[src/design/lpmd_pkg.sv]
// Shared types and constants for the length-prefixed message deframer.
// Used by the deframer top level, its port checker and the testbench; depends on nothing.
package lpmd_pkg;

	localparam int HEADER_BYTES = 4;
	localparam logic [15:0] MAX_FIELD_RESET = 16'd2048;

	typedef enum logic [2:0] {
		EV_HEADER  = 3'd0,
		EV_PAYLOAD = 3'd1,
		EV_EMPTY   = 3'd2,
		EV_BAD_ID  = 3'd3,
		EV_BAD_LEN = 3'd4,
		EV_LINK    = 3'd5,
		EV_DROP    = 3'd6
	} event_t;

endpackage

[src/design/length_prefixed_message_deframer.sv]
// Length-prefixed message deframer: splits a byte stream into tagged messages.
// Depends on lpmd_pkg for event codes and header constants.
//
// One result beat leaves for every input beat, in order, by way of an input
// register and then one pass of header/payload logic into the
// result register. A new byte is taken every cycle while the result side keeps
// up; a stall on the result side holds both stages and reaches the input stall
// in the same cycle. The maximum id/length register may be written at any
// time the block is idle and is always ready.
module length_prefixed_message_deframer (
	input  logic        clk,
	input  logic        arst_n,
	input  logic        in_valid,
	output logic        in_stall,
	input  logic [7:0]  rx_byte,
	input  logic        link_error,
	output logic        out_valid,
	input  logic        out_stall,
	output logic [2:0]  event_res,
	output logic [7:0]  payload_byte,
	output logic [15:0] message_id,
	output logic [15:0] message_length,
	output logic        first_of_message,
	output logic        last_of_message,
	input  logic        cfg_valid,
	output logic        cfg_ready,
	input  logic [15:0] cfg_data
);
	import lpmd_pkg::*;

	localparam int CntW = $clog2(HEADER_BYTES);
	localparam int ShiftW = 8 * (HEADER_BYTES - 1);
	localparam logic [CntW-1:0] HdrLast = CntW'(HEADER_BYTES - 1);

	typedef enum logic [1:0] {
		PH_HEADER  = 2'd0,
		PH_PAYLOAD = 2'd1,
		PH_CLOSED  = 2'd2
	} phase_t;

	phase_t            phase_q, phase_d;
	logic [CntW-1:0]   hdr_cnt_q, hdr_cnt_d;
	logic [ShiftW-1:0] hdr_shift_q, hdr_shift_d;
	logic [15:0]       cur_id_q, cur_id_d;
	logic [15:0]       cur_len_q, cur_len_d;
	logic [15:0]       left_q, left_d;
	logic [15:0]       max_q;

	logic       valid_s1;
	logic [7:0] rx_byte_s1;
	logic       link_error_s1;

	logic        valid_s2;
	event_t      event_s2, event_d;
	logic [7:0]  byte_s2, byte_d;
	logic [15:0] id_s2, id_d;
	logic [15:0] len_s2, len_d;
	logic        first_s2, first_d;
	logic        last_s2, last_d;

	logic advance;
	logic load;
	logic [15:0] hdr_id;
	logic [15:0] hdr_len;

	assign advance = valid_s1 && (!valid_s2 || !out_stall);
	assign in_stall = valid_s1 && !advance;
	assign load = in_valid && !in_stall;
	assign cfg_ready = 1'b1;

	assign hdr_id = hdr_shift_q[ShiftW-1 -: 16];
	assign hdr_len = {hdr_shift_q[7:0], rx_byte_s1};

	always_comb begin
		phase_d = phase_q;
		hdr_cnt_d = hdr_cnt_q;
		hdr_shift_d = hdr_shift_q;
		cur_id_d = cur_id_q;
		cur_len_d = cur_len_q;
		left_d = left_q;
		event_d = EV_DROP;
		byte_d = 8'd0;
		id_d = 16'd0;
		len_d = 16'd0;
		first_d = 1'b0;
		last_d = 1'b0;
		case (phase_q)
			PH_HEADER: begin
				if (link_error_s1) begin
					phase_d = PH_CLOSED;
					event_d = EV_LINK;
				end else if (hdr_cnt_q != HdrLast) begin
					hdr_shift_d = {hdr_shift_q[ShiftW-9:0], rx_byte_s1};
					hdr_cnt_d = hdr_cnt_q + 1'b1;
					event_d = EV_HEADER;
				end else begin
					hdr_cnt_d = '0;
					hdr_shift_d = '0;
					cur_id_d = hdr_id;
					cur_len_d = hdr_len;
					id_d = hdr_id;
					len_d = hdr_len;
					if (hdr_id > max_q) begin
						phase_d = PH_CLOSED;
						event_d = EV_BAD_ID;
					end else if (hdr_len > max_q) begin
						phase_d = PH_CLOSED;
						event_d = EV_BAD_LEN;
					end else if (hdr_len == 16'd0) begin
						left_d = 16'd0;
						event_d = EV_EMPTY;
						last_d = 1'b1;
					end else begin
						left_d = hdr_len;
						phase_d = PH_PAYLOAD;
						event_d = EV_HEADER;
					end
				end
			end
			PH_PAYLOAD: begin
				if (link_error_s1) begin
					phase_d = PH_CLOSED;
					event_d = EV_LINK;
				end else begin
					event_d = EV_PAYLOAD;
					byte_d = rx_byte_s1;
					id_d = cur_id_q;
					len_d = cur_len_q;
					first_d = (left_q == cur_len_q);
					last_d = (left_q <= 16'd1);
					if (left_q <= 16'd1) begin
						left_d = 16'd0;
						phase_d = PH_HEADER;
					end else begin
						left_d = left_q - 16'd1;
					end
				end
			end
			default: begin
				event_d = EV_DROP;
			end
		endcase
	end

	always_ff @(posedge clk or negedge arst_n) begin
		if (!arst_n) begin
			valid_s1 <= 1'b0;
			valid_s2 <= 1'b0;
			phase_q <= PH_HEADER;
			hdr_cnt_q <= '0;
			hdr_shift_q <= '0;
			cur_id_q <= 16'd0;
			cur_len_q <= 16'd0;
			left_q <= 16'd0;
			max_q <= MAX_FIELD_RESET;
		end else begin
			if (cfg_valid && cfg_ready) begin
				max_q <= cfg_data;
			end
			if (load) begin
				valid_s1 <= 1'b1;
			end else if (advance) begin
				valid_s1 <= 1'b0;
			end
			if (advance) begin
				valid_s2 <= 1'b1;
				phase_q <= phase_d;
				hdr_cnt_q <= hdr_cnt_d;
				hdr_shift_q <= hdr_shift_d;
				cur_id_q <= cur_id_d;
				cur_len_q <= cur_len_d;
				left_q <= left_d;
			end else if (!out_stall) begin
				valid_s2 <= 1'b0;
			end
		end
	end

	always_ff @(posedge clk) begin
		if (load) begin
			rx_byte_s1 <= rx_byte;
			link_error_s1 <= link_error;
		end
		if (advance) begin
			event_s2 <= event_d;
			byte_s2 <= byte_d;
			id_s2 <= id_d;
			len_s2 <= len_d;
			first_s2 <= first_d;
			last_s2 <= last_d;
		end
	end

	assign out_valid = valid_s2;
	assign event_res = event_s2;
	assign payload_byte = byte_s2;
	assign message_id = id_s2;
	assign message_length = len_s2;
	assign first_of_message = first_s2;
	assign last_of_message = last_s2;

endmodule

[config.mk]
export PLATFORM = sky130hd
export DESIGN_NAME = length_prefixed_message_deframer
export DESIGN_NICKNAME = d
export VERILOG_FILES = /design/src/design/lpmd_pkg.sv /design/src/design/length_prefixed_message_deframer.sv
export SDC_FILE = /design/constraint.sdc
export NUM_CORES = 1
export LEC_CHECK = 0
export BUFFER_PORTS_ARGS = -buffer_cell sky130_fd_sc_hd__buf_2
export CORE_MARGIN = 2
export CORE_UTILIZATION = 45
export CTS_CLUSTER_DIAMETER = 40
export DETAILED_ROUTE_END_ITERATION = 16
export GPL_TIMING_DRIVEN = 0
export PLACE_DENSITY_LB_ADDON = 0.25
export SLEW_MARGIN = 10
export SYNTH_ARGS = -nofsm -noshare
export SYNTH_HDL_FRONTEND = slang
export SYNTH_SLANG_ARGS = --single-unit
[constraint.sdc]
create_clock -name clk -period 7.27 [get_ports clk]
set_input_delay 0.3635 -clock clk [delete_from_list [all_inputs] [get_ports clk]]
set_output_delay 0.3635 -clock clk [all_outputs]
set_load 0.03 [all_outputs]
# Word-level counts from Yosys, hierarchy flattened
# Cells that the tools add are included.
[totals] regBits=148 latchBits=0 ramBits=0 rom_bits=0 input_bits=30 output_inout_bits=48 mem_count=0
[classes] addsub=2 mul=0 n_div=0 magnitude_cmp=3 n_eq_ne=12 n_shift=0 n_mux=44 bitwise_logic=3 n_reduce_logical=17
[op_table] cell="16-bit 2-to-1 mux" count=13
[op_table] cell="16-bit one-hot mux with 2 select lines" count=3
[op_table] cell="16-bit > comparator" count=2
[op_table] cell="24-bit 2-to-1 mux" count=1
[op_table] cell="2-bit 2-to-1 mux" count=9
[op_table] cell="16-bit == test" count=1
[op_table] cell="16-bit by 1-bit <= comparator with 1-bit output (second input constant)" count=1
[op_table] cell="16-bit logical NOT" count=1
[op_table] cell="16-bit by 1-bit subtractor with 16-bit output (second input constant)" count=1
[op_table] cell="3-bit 2-to-1 mux" count=5
[op_table] cell="2-bit inequality test (second input constant)" count=6
[op_table] cell="1-bit 2-to-1 mux" count=10
[op_table] cell="7-bit AND reduction" count=1
[op_table] cell="3-bit inequality test (second input constant)" count=2
[op_table] cell="3-bit one-hot mux with 2 select lines" count=1
[op_table] cell="5-bit inequality test (second input constant)" count=1
[op_table] cell="5-bit AND reduction" count=1
[op_table] cell="1-bit logical NOT" count=4
[op_table] cell="2-bit one-hot mux with 2 select lines" count=1
[op_table] cell="4-bit AND reduction" count=1
[op_table] cell="2-bit nonzero test" count=2
[op_table] cell="1-bit logical AND" count=3
[op_table] cell="1-bit inverter" count=3
[op_table] cell="3-bit AND reduction" count=1
[op_table] cell="7 further kinds" count=7

# Logic depth before layout (Yosys ltp)
# Gate-level depths: netlist of the first run.
[depth] ltp_word=8 mapped_depth=10

# Worst setup path after synthesis of the first run
# No wires, ideal clock.
[synth_timing] path_type="reg-to-reg" startpoint="reg valid_s2 (netlist: out_valid)" endpoint="reg left_q[11]" t_arrival_ns=3.146 path_slack_ns=3.998 stages_incl_launch_ff=9 path_buffers=1 synth_period_minus_slack_ns=3.272 cell_sequence="dfrtp_1 -> nand2_1 -> nand2_1 -> inv_1 -> nand2_1 -> a211oi_1 -> buf_2 -> o22ai_1 -> a221o_1"
[synth_via] elab_chain_cells=4
[synth_rtl] item="from (decl)" line="length_prefixed_message_deframer.sv:53" source="logic valid_s2;"
[synth_rtl] item="from (signal assigned)" line="length_prefixed_message_deframer.sv:148" source="valid_s2 <= 1'b0;"
[synth_rtl] item="from (signal assigned)" line="length_prefixed_message_deframer.sv:166" source="valid_s2 <= 1'b1;"
[synth_rtl] item="from (signal assigned)" line="length_prefixed_message_deframer.sv:174" source="valid_s2 <= 1'b0;"
[synth_rtl] item="1-bit logical NOT" line="length_prefixed_message_deframer.sv:66" source="assign advance = valid_s1 && (!valid_s2 || !out_stall);"
[synth_rtl] item="1-bit logical OR" line="length_prefixed_message_deframer.sv:66"
[synth_rtl] item="1-bit logical AND" line="length_prefixed_message_deframer.sv:66"
[synth_rtl] item="via advance" line="length_prefixed_message_deframer.sv:61" source="logic advance;"
[synth_rtl] item="7-bit AND reduction (no line)"
[synth_rtl] item="to (signal assigned)" line="length_prefixed_message_deframer.sv:172" source="left_q <= left_d;"
[synth_rtl] item="to (decl)" line="length_prefixed_message_deframer.sv:46" source="logic [15:0] left_q, left_d;"
# The timed path passes the listed nets, and every way through them passes these cells.
# A chain may end at the register's enable or synchronous reset.

# Worst setup path after layout of the first run
[layout_timing] startpoint="reg hdr_cnt_q[0]" endpoint="reg left_q[14]"
[layout_via] elab_chain_cells=3
[layout_rtl] item="from (decl)" line="length_prefixed_message_deframer.sv:42" source="logic [CntW-1:0] hdr_cnt_q, hdr_cnt_d;"
[layout_rtl] item="from (signal assigned)" line="length_prefixed_message_deframer.sv:168" source="hdr_cnt_q <= hdr_cnt_d;"
[layout_rtl] item="2-bit inequality test" line="length_prefixed_message_deframer.sv:92" source="end else if (hdr_cnt_q != HdrLast) begin"
[layout_rtl] item="2-bit inequality test (no line)"
[layout_rtl] item="7-bit AND reduction (no line)"
# Every way passes these cells.

==> results of run 1 <==
-- metrics by stage --
stage               setup WS (ps)  cell area [um2]  std cells  utilization  power [mW]
finish                       3810             8390        934        0.550        2.29
global route                 3570             8390        934        0.550        2.38
CTS                          3860             8390        934        0.550        2.30
detailed placement           3860             7750        902        0.508        1.36
global placement             2730             7700        900        0.505        1.34
floorplan                    4000             7060        613            -        1.22
-- registers in the layout, summed over array words and instances, names as in the netlist, 8 cells and up --
name / count
max_q: 16
left_q: 16
cur_id_q: 16
cur_len_q: 16
payload_byte: 8
hdr_shift_q: 24
message_id: 16
rx_byte_s1: 8
message_length: 16
-- layout make-up --
cell class / instances / area, um2
Buffer: 33 / 144
Clock buffer: 22 / 495
Clock inverter: 10 / 144
Fill cell: 1294 / 6870
Inverter: 26 / 97.6
Multi-Input combinational cell: 406 / 2840
Sequential cell: 148 / 3980
Tap cell: 211 / 264
Timing Repair Buffer: 78 / 423
-- worst max path at each step --
stage                      start         end  slack, ps  cells after the start
finish              hdr_cnt_q[0]  left_q[14]       3810                      8
global route        hdr_cnt_q[0]  left_q[14]       3570                      8
CTS                 hdr_cnt_q[0]  left_q[14]       3860                      8
detailed placement  hdr_cnt_q[0]  left_q[14]       3860                      8
global placement       out_stall  left_q[14]       2730                      9
floorplan              out_valid  left_q[11]       4000                      8
-- worst max-delay path: stages (launching register included) --
cell,delay [ps]
dfrtp_1,370
ha_1,320
nand2_1,170
nor3_2,480
nand2_1,460
a211oi_1,680
clkbuf_1,500
nor2_1,100
a221o_1,270
-- layer usage --
metal	vias up	wire length [um]
met5	-	0
li1	2464	-
met2	201	8320
met3	51	1080
met4	0	719
met1	2602	7920
-- power groups by stage --
stage | Combinational [mW] | Clock, mW | Sequential, mW
2_1_floorplan | 0.194 | 0 | 1.03
3_3_place_gp | 0.301 | 0 | 1.04
3_5_place_dp | 0.317 | 0 | 1.04
4_1_cts | 0.319 | 0.954 | 1.03
5_1_grt | 0.357 | 0.989 | 1.03
6_report | 0.319 | 0.943 | 1.03
-- logic make-up (layout without fill, tap and decap cells) --
logic type / Yosys count / count (layout) / share of synthesized area
AOI/OAI and AO/OA: 144 / 144 / 0.141
xor gates and xnor gates: 16 / 16 / 0.0199
adders and majority gates: 35 / 35 / 0.0620
buffers and inverters: 59 / 169 / 0.0342
DFF: 148 / 148 / 0.563
muxes: 32 / 32 / 0.0510
other: 1 / 1 / 0.000531
and+or+nand+nor: 178 / 178 / 0.128
-- cell usage in the layout, fill, tap and decap left out, types with 3 or more instances in the layout --
cell type  instances
a211o_1            4
a21o_1             4
a21oi_1           16
a221o_1           11
a22o_1            33
and2_1             3
and3_1             8
buf_2             76
bufinv_16          3
clkbuf_1          30
clkbuf_16         18
clkbuf_8           3
clkinv_4           3
dfrtp_1           93
edfxtp_1          54
ha_1              35
inv_1             25
mux2_2            32
nand2_1           63
nand2b_1          25
nand3_1            7
nand4_1           13
nor2_1            20
nor3_1            16
nor3b_1            3
nor4_1             8
o21ai_0           50
o22ai_1            7
o31ai_1            4
xnor2_1           12
xor2_1             4
==> summary.md, run 1 <==
| Metric | Value |
|---|---|
| Outcome | completed |
| Slew headroom | 0.207 |
| Max Freq | 289 MHz |
| Hold Fails Final Rpt | 0 |
| CTS root buf | clkbuf_16 |
| Layout area overhead | 18.8% |
| Reg-to-reg endpoint | left_q[14] |
| Clock Skews | 8.75 ps |
| Unrepaired setup endpoints after global routing | false |
| IO Pins | 78 |
| Die area | 16700 um2 |
| Worst EP arrival | 3780 ps |
| R2R Path Start | hdr_cnt_q[0] |
| Final Max Tran Viols | 0 |
| Worst path required time | 7590 ps |
| Clock transition at path regs | 60 ps |
| Seq pwr share | 0.449 |
| Share of flip-flops with an asynchronous set or reset | 0.635 |
| Clock buffer depth | 2 |
| Startpoint Class | flop |
| CTS buffer count | 17 |
| # nets final | 775 |
| Clock sinks | 148 |
| Die outline height | 129 um |
| Clock Latency Late Sink | 430 ps |
| H-tree depth | 4 |
| Tightest Pin Transition | 1180 ps |
| Met1 Use GR | 0.305 |
| Die X | 129 um |
| # DRC | 0 |
| Mean Syn Cell Area | 11.5 um2 |
| Total Routed Length | 18000 um |
| CTS resizes | 0 |
| Layout cells sized above 1 | 0.209 |
| Placement row count | 45 |
| Post-synth EDFFs | 54 |
| CORE AREA | 15300 um2 |
| Final setup viols | 0 |
| Gpl congestion | 0.877 |
| Drt wl/cell | 19.3 um |
| GR Overflow Total | 0 |
| Tot GR Track Use | 0.226 |
| Worst setup path class | reg2reg |
| Overall via count from detail_route | 5318 |
| Hpwl dp | 12800 um |
| Syn_nets | 678 |
| Initial drt markers | 328 |
| CTS tree | built |
| P_sw | 643 uW |
| Post-synth top flop | dfrtp_1 |
| Vias per cell | 5.69 |
| Sequential share of the synthesized area | 0.563 |
| CP Max Fanout | 10 |
| Max-Cap Viols | 0 |
| P_int | 1.65 mW |
| Pin count of the biggest net entering global routing | 56 |
| Port buffer count | 76 |
| Busiest metal layer after global routing | met2 |
| GRT met3 Usage | 0.0566 |
| HP Class | in2async |
| Cell taking the most area after synthesis | dfrtp_1 |
| Syn Inst Count | 613 |
| Most frequent cells after synthesis | dfrtp_1 (93), nand2_1 (63), edfxtp_1 (54), o21ai_0 (50), ha_1 (35) |
| Worst Reg-to-Reg Cells | 8 |
| Power Density | 273 nW/um2 |
| Combinational power share | 0.139 |
| N_diodes | 0 |
| Final critical-path share of the clock period | 0.477 |
| Initial Util | 0.463 |
| Post-DRT Antenna Nets | 0 |
| Distinct cells, synth | 51 |
| Synth top area share | 0.330 |
| Leakage | 3.78 nW |
| Hold slack | 3.95 ps |
| Post-route minimum period | 3460 ps |
| Synth Warn # | 0 |
| CTS hold repair buffers | 0 |
| Worst reg-to-reg setup slack | 3810 ps |
| Met2 usage | 0.341 |
| Netlist Area Pre-Place | 7060 um2 |
| Setup crit end kind | flop |
| Final setup TNS | 0 ps |
| Clock power frac | 0.412 |
| Synth Register Bits | 148 |
| Worst vdd ir | 0.000160 V |
| Count leader, synth | dfrtp_1 |
| DRT Pass-1 Iters | 5 |
| Synth area leaders | dfrtp_1 (33%), edfxtp_1 (23%), ha_1 (6.2%) |
| Global-route wire length before repair | 28100 um |
| Initial antenna violation count | 0 |
| Postcts setup bufs | 0 |
| Number of global-route vias before repair | 5133 |
| Sw frac | 0.281 |
(Power assumes the default switching activity.)
==> run 2, diff against run 1 <==
ABC_AREA = 1   (was unset)
clock period = 3.14 ns   (was 7.27 ns; I/O delays follow)
==> run 2 against run 1 <==
Clock-buffer cell count shrank 4. Sequential power is 110% higher. Cell area grew 3.4%. Largest cell class unchanged. Global-route usage rose by 0.71 points. Synthesized area increased by 1.2%. Clock skew rose by 0.92 ps. Sequential cell count did not move. Critical endpoint is now left_q[11]. Critical path type unchanged. Wire length rose by 3.0%. Via count rose by 10%.
==> summary.md, run 2 <==
| Metric | Value |
|---|---|
| Initial Util | 0.455 (was 0.463) |
| Total Routed Length | 18600 um (was 18000 um) |
| CTS tree | built (unchanged) |
| Clock power frac | 0.420 (was 0.412) |
| Port buffer count | 76 (unchanged) |
| Area after DPL | 7860 um2 (was 7750 um2) |
| Outcome | completed (unchanged) |
| Setup crit end kind | flop (unchanged) |
| H-tree depth | 4 (unchanged) |
| Clock Latency Late Sink | 430 ps (about the same) |
| Die area | 16900 um2 (was 16700 um2) |
| Fillers | 1421 (was 1294) |
| Initial antenna violation count | 0 (unchanged) |
| Clock transition at path regs | 60 ps (about the same) |
| Worst EP arrival | 2770 ps (was 3780 ps) |
| Distinct cells, synth | 36 (was 51) |
| Total power | 4.41 mW (was 2.29 mW) |
| GR Overflow Total | 0 (unchanged) |
| CTS buffer count | 17 (unchanged) |
| Share of flip-flops with an asynchronous set or reset | 0.635 (unchanged) |
| Layout cells sized above 1 | 0.156 (was 0.209) |
| Unrepaired setup endpoints after global routing | false (unchanged) |
| Leakage | 4.09 nW (was 3.78 nW) |
| Clock sinks | 148 (unchanged) |
| Commonest cells after routing, fill and taps aside | nand2_1 (179), dfrtp_1 (93), inv_1 (91) (was dfrtp_1 (93), buf_2 (76), nand2_1 (63)) |
| CORE AREA | 15700 um2 (was 15300 um2) |
| Clock Skews | 9.67 ps (was 8.75 ps) |
| Tightest Pin Transition | 828 ps (was 1180 ps) |
| Worst reg-to-reg setup slack | 750 ps (was 3810 ps) |
| Post-synth EDFFs | 54 (unchanged) |
| # nets final | 952 (was 775) |
| Worst setup path class | reg2reg (unchanged) |
| Synth area leaders | dfrtp_1 (33%), edfxtp_1 (23%), nand2_1 (9.4%) (was dfrtp_1 (33%), edfxtp_1 (23%), ha_1 (6.2%)) |
| Mean Syn Cell Area | 9.38 um2 (was 11.5 um2) |
| Power Density | 508 nW/um2 (was 273 nW/um2) |
| P_int | 3.25 mW (was 1.65 mW) |
| CP Max Fanout | 10 (unchanged) |
| Seq pwr share | 0.481 (was 0.449) |
| Most frequent cells after synthesis | nand2_1 (179), dfrtp_1 (93), inv_1 (91), o21ai_0 (78), edfxtp_1 (54) (was dfrtp_1 (93), nand2_1 (63), edfxtp_1 (54), o21ai_0 (50), ha_1 (35)) |
| Synth Warn # | 0 (unchanged) |
| Most flops, register | hdr_shift_q (unchanged) |
| Hpwl dp | 13200 um (was 12800 um) |
| Die X | 130 um (was 129 um) |
| Post-route minimum period | 2390 ps (was 3460 ps) |
| Sw frac | 0.264 (was 0.281) |
| Post-synth top flop | dfrtp_1 (unchanged) |
| Placement row count | 46 (was 45) |
| Worst vdd ir | 0.000416 V (was 0.000160 V) |
| Count leader, synth | nand2_1 (was dfrtp_1) |
| Drt wl/cell | 16.7 um (was 19.3 um) |
| Netlist Area Pre-Place | 7150 um2 (was 7060 um2) |
| Die outline height | 130 um (was 129 um) |
| Fin area | 8670 um2 (was 8390 um2) |
| Global-route wire length before repair | 29500 um (was 28100 um) |
| Postcts setup bufs | 0 (unchanged) |
| DRT Pass-1 Iters | 6 (was 5) |
| Commonest non-fill, non-tap cell in the layout | nand2_1 (was dfrtp_1) |
| Post-DRT Antenna Nets | 0 (unchanged) |
| Pin count of the biggest net entering global routing | 53 (was 56) |
| Layout area overhead | 21.4% (was 18.8%) |
| Synth Register Bits | 148 (unchanged) |
| Final Max Tran Viols | 0 (unchanged) |
| Tot GR Track Use | 0.233 (was 0.226) |
| Sequential share of the synthesized area | 0.556 (was 0.563) |
| P_sw | 1.16 mW (was 643 uW) |
| Final setup viols | 0 (unchanged) |
| IO Pins | 78 (unchanged) |
| Cell taking the most area after synthesis | dfrtp_1 (unchanged) |
| Clock buffer depth | 2 (unchanged) |
| Initial drt markers | 683 (was 328) |
| CTS resizes | 0 (unchanged) |
| Util after Layout | 0.552 (was 0.550) |
| Slew headroom | 0.446 (was 0.207) |
| Hold Fails Final Rpt | 0 (unchanged) |
| N_diodes | 0 (unchanged) |
| Vias per cell | 5.25 (was 5.69) |
| Startpoint Class | flop (unchanged) |
| # DRC | 0 (unchanged) |
| Final setup TNS | 0 ps (unchanged) |
| Max-Cap Viols | 0 (unchanged) |
| Synth top area share | 0.326 (was 0.330) |
| Combinational power share | 0.098 (was 0.139) |
| Final critical-path share of the clock period | 0.762 (was 0.477) |
| Syn_nets | 827 (was 678) |
| Hold slack | 12.2 ps (was 3.95 ps) |
| Largest register FFs | 24 (unchanged) |
| Overall via count from detail_route | 5858 (was 5318) |
| Syn Inst Count | 762 (was 613) |
| Max Freq | 418 MHz (was 289 MHz) |
| Gpl congestion | 0.921 (was 0.877) |
| HP Class | in2reg (was in2async) |
| Number of global-route vias before repair | 5540 (was 5133) |
| Worst path required time | 3510 ps (was 7590 ps) |
| CTS root buf | clkbuf_16 (unchanged) |
[run 2: cell types whose count changed after synthesis, sizes merged, moves of 15 or more]
cell | before | now
nand2 | 63 | 180
inv | 26 | 94
o22ai | 7 | 53
a22o | 33 | 0
mux2 | 32 | 1
o21ai | 50 | 81
nand3 | 7 | 33
nor2 | 20 | 46
nand2b | 25 | 0
clkbuf | 29 | 14
[run 2: worst paths after layout]
path                              start  cells past startpoint            end
setup / recovery              max_q[11]                     12     left_q[11]
hold / removal                cfg_valid                      2       max_q[0]
setup reg to reg              max_q[11]                     12     left_q[11]
hold reg to reg            hdr_cnt_q[1]                      2   hdr_cnt_q[1]
max in group asynchronous        arst_n                      3  cur_len_q[15]
min in group asynchronous        arst_n                      2      out_valid
[run 2: power by group through the flow]
stage | Clock [mW] | Combinational [mW] | Sequential, mW
after floorplan | 0 | 0.142 | 2.27
after global placement | 0 | 0.385 | 2.16
after detailed placement | 0 | 0.409 | 2.16
after CTS | 1.87 | 0.436 | 2.12
after global routing | 1.96 | 0.479 | 2.13
final | 1.85 | 0.432 | 2.12
[run 2: cells by family after synthesis]
kind of cell,after synthesis,synth area share
XOR/XNOR,19,0.0233
adder cells (fa/ha/maj),35,0.0613
buffers and inverters,123,0.0688
AO/OA/AOI/OAI,154,0.119
other,1,0.000525
flip-flops,148,0.556
multiplexers,1,0.00158
AND/OR/NAND/NOR,281,0.169
[run 2: per-layer routing]
layer | vias to the layer above | part of all wire | global-route usage
li1 | 2806 | - | -
met5 | - | 0 | 0
met4 | 0 | 0.023 | 0.0904
met3 | 36 | 0.075 | 0.0455
met1 | 2774 | 0.45 | 0.334
met2 | 242 | 0.45 | 0.353
[run 2: through the flow]
step / std cells / setup slack, ps
5_1_grt: 1116 / 510
3_3_place_gp: 1054 / -585
3_5_place_dp: 1056 / 752
2_1_floorplan: 762 / 111
4_1_cts: 1116 / 723
6_report: 1116 / 746
[run 2: critical path, stage by stage, from the launching register on]
cell	delay (ps)
dfstp_2	520
inv_1	70
ha_1	310
a21oi_1	140
o21ai_0	90
a21oi_1	270
nand2_1	140
nand2_1	180
nand3_1	110
nand2_2	170
buf_6	170
nand3_1	90
nand2_1	70
[run 2: what timing repair did]
item | CTS | global route
setup endpoints to repair | 0 | 0
endpoints found under the hold margin | 68 | 0
hold buffers | 28 | 0
[run 2: cell type report]
class	count	area [um2]	share of cell area
Timing Repair Buffer	106	718	0.0828
Inverter	95	357	0.0411
Multi-Input combinational cell	491	2690	0.310
Tap cell	216	270	0.0312
Clock buffer	18	429	0.0495
Buffer	28	135	0.0156
Sequential cell	148	3980	0.458
Clock inverter	14	105	0.0121
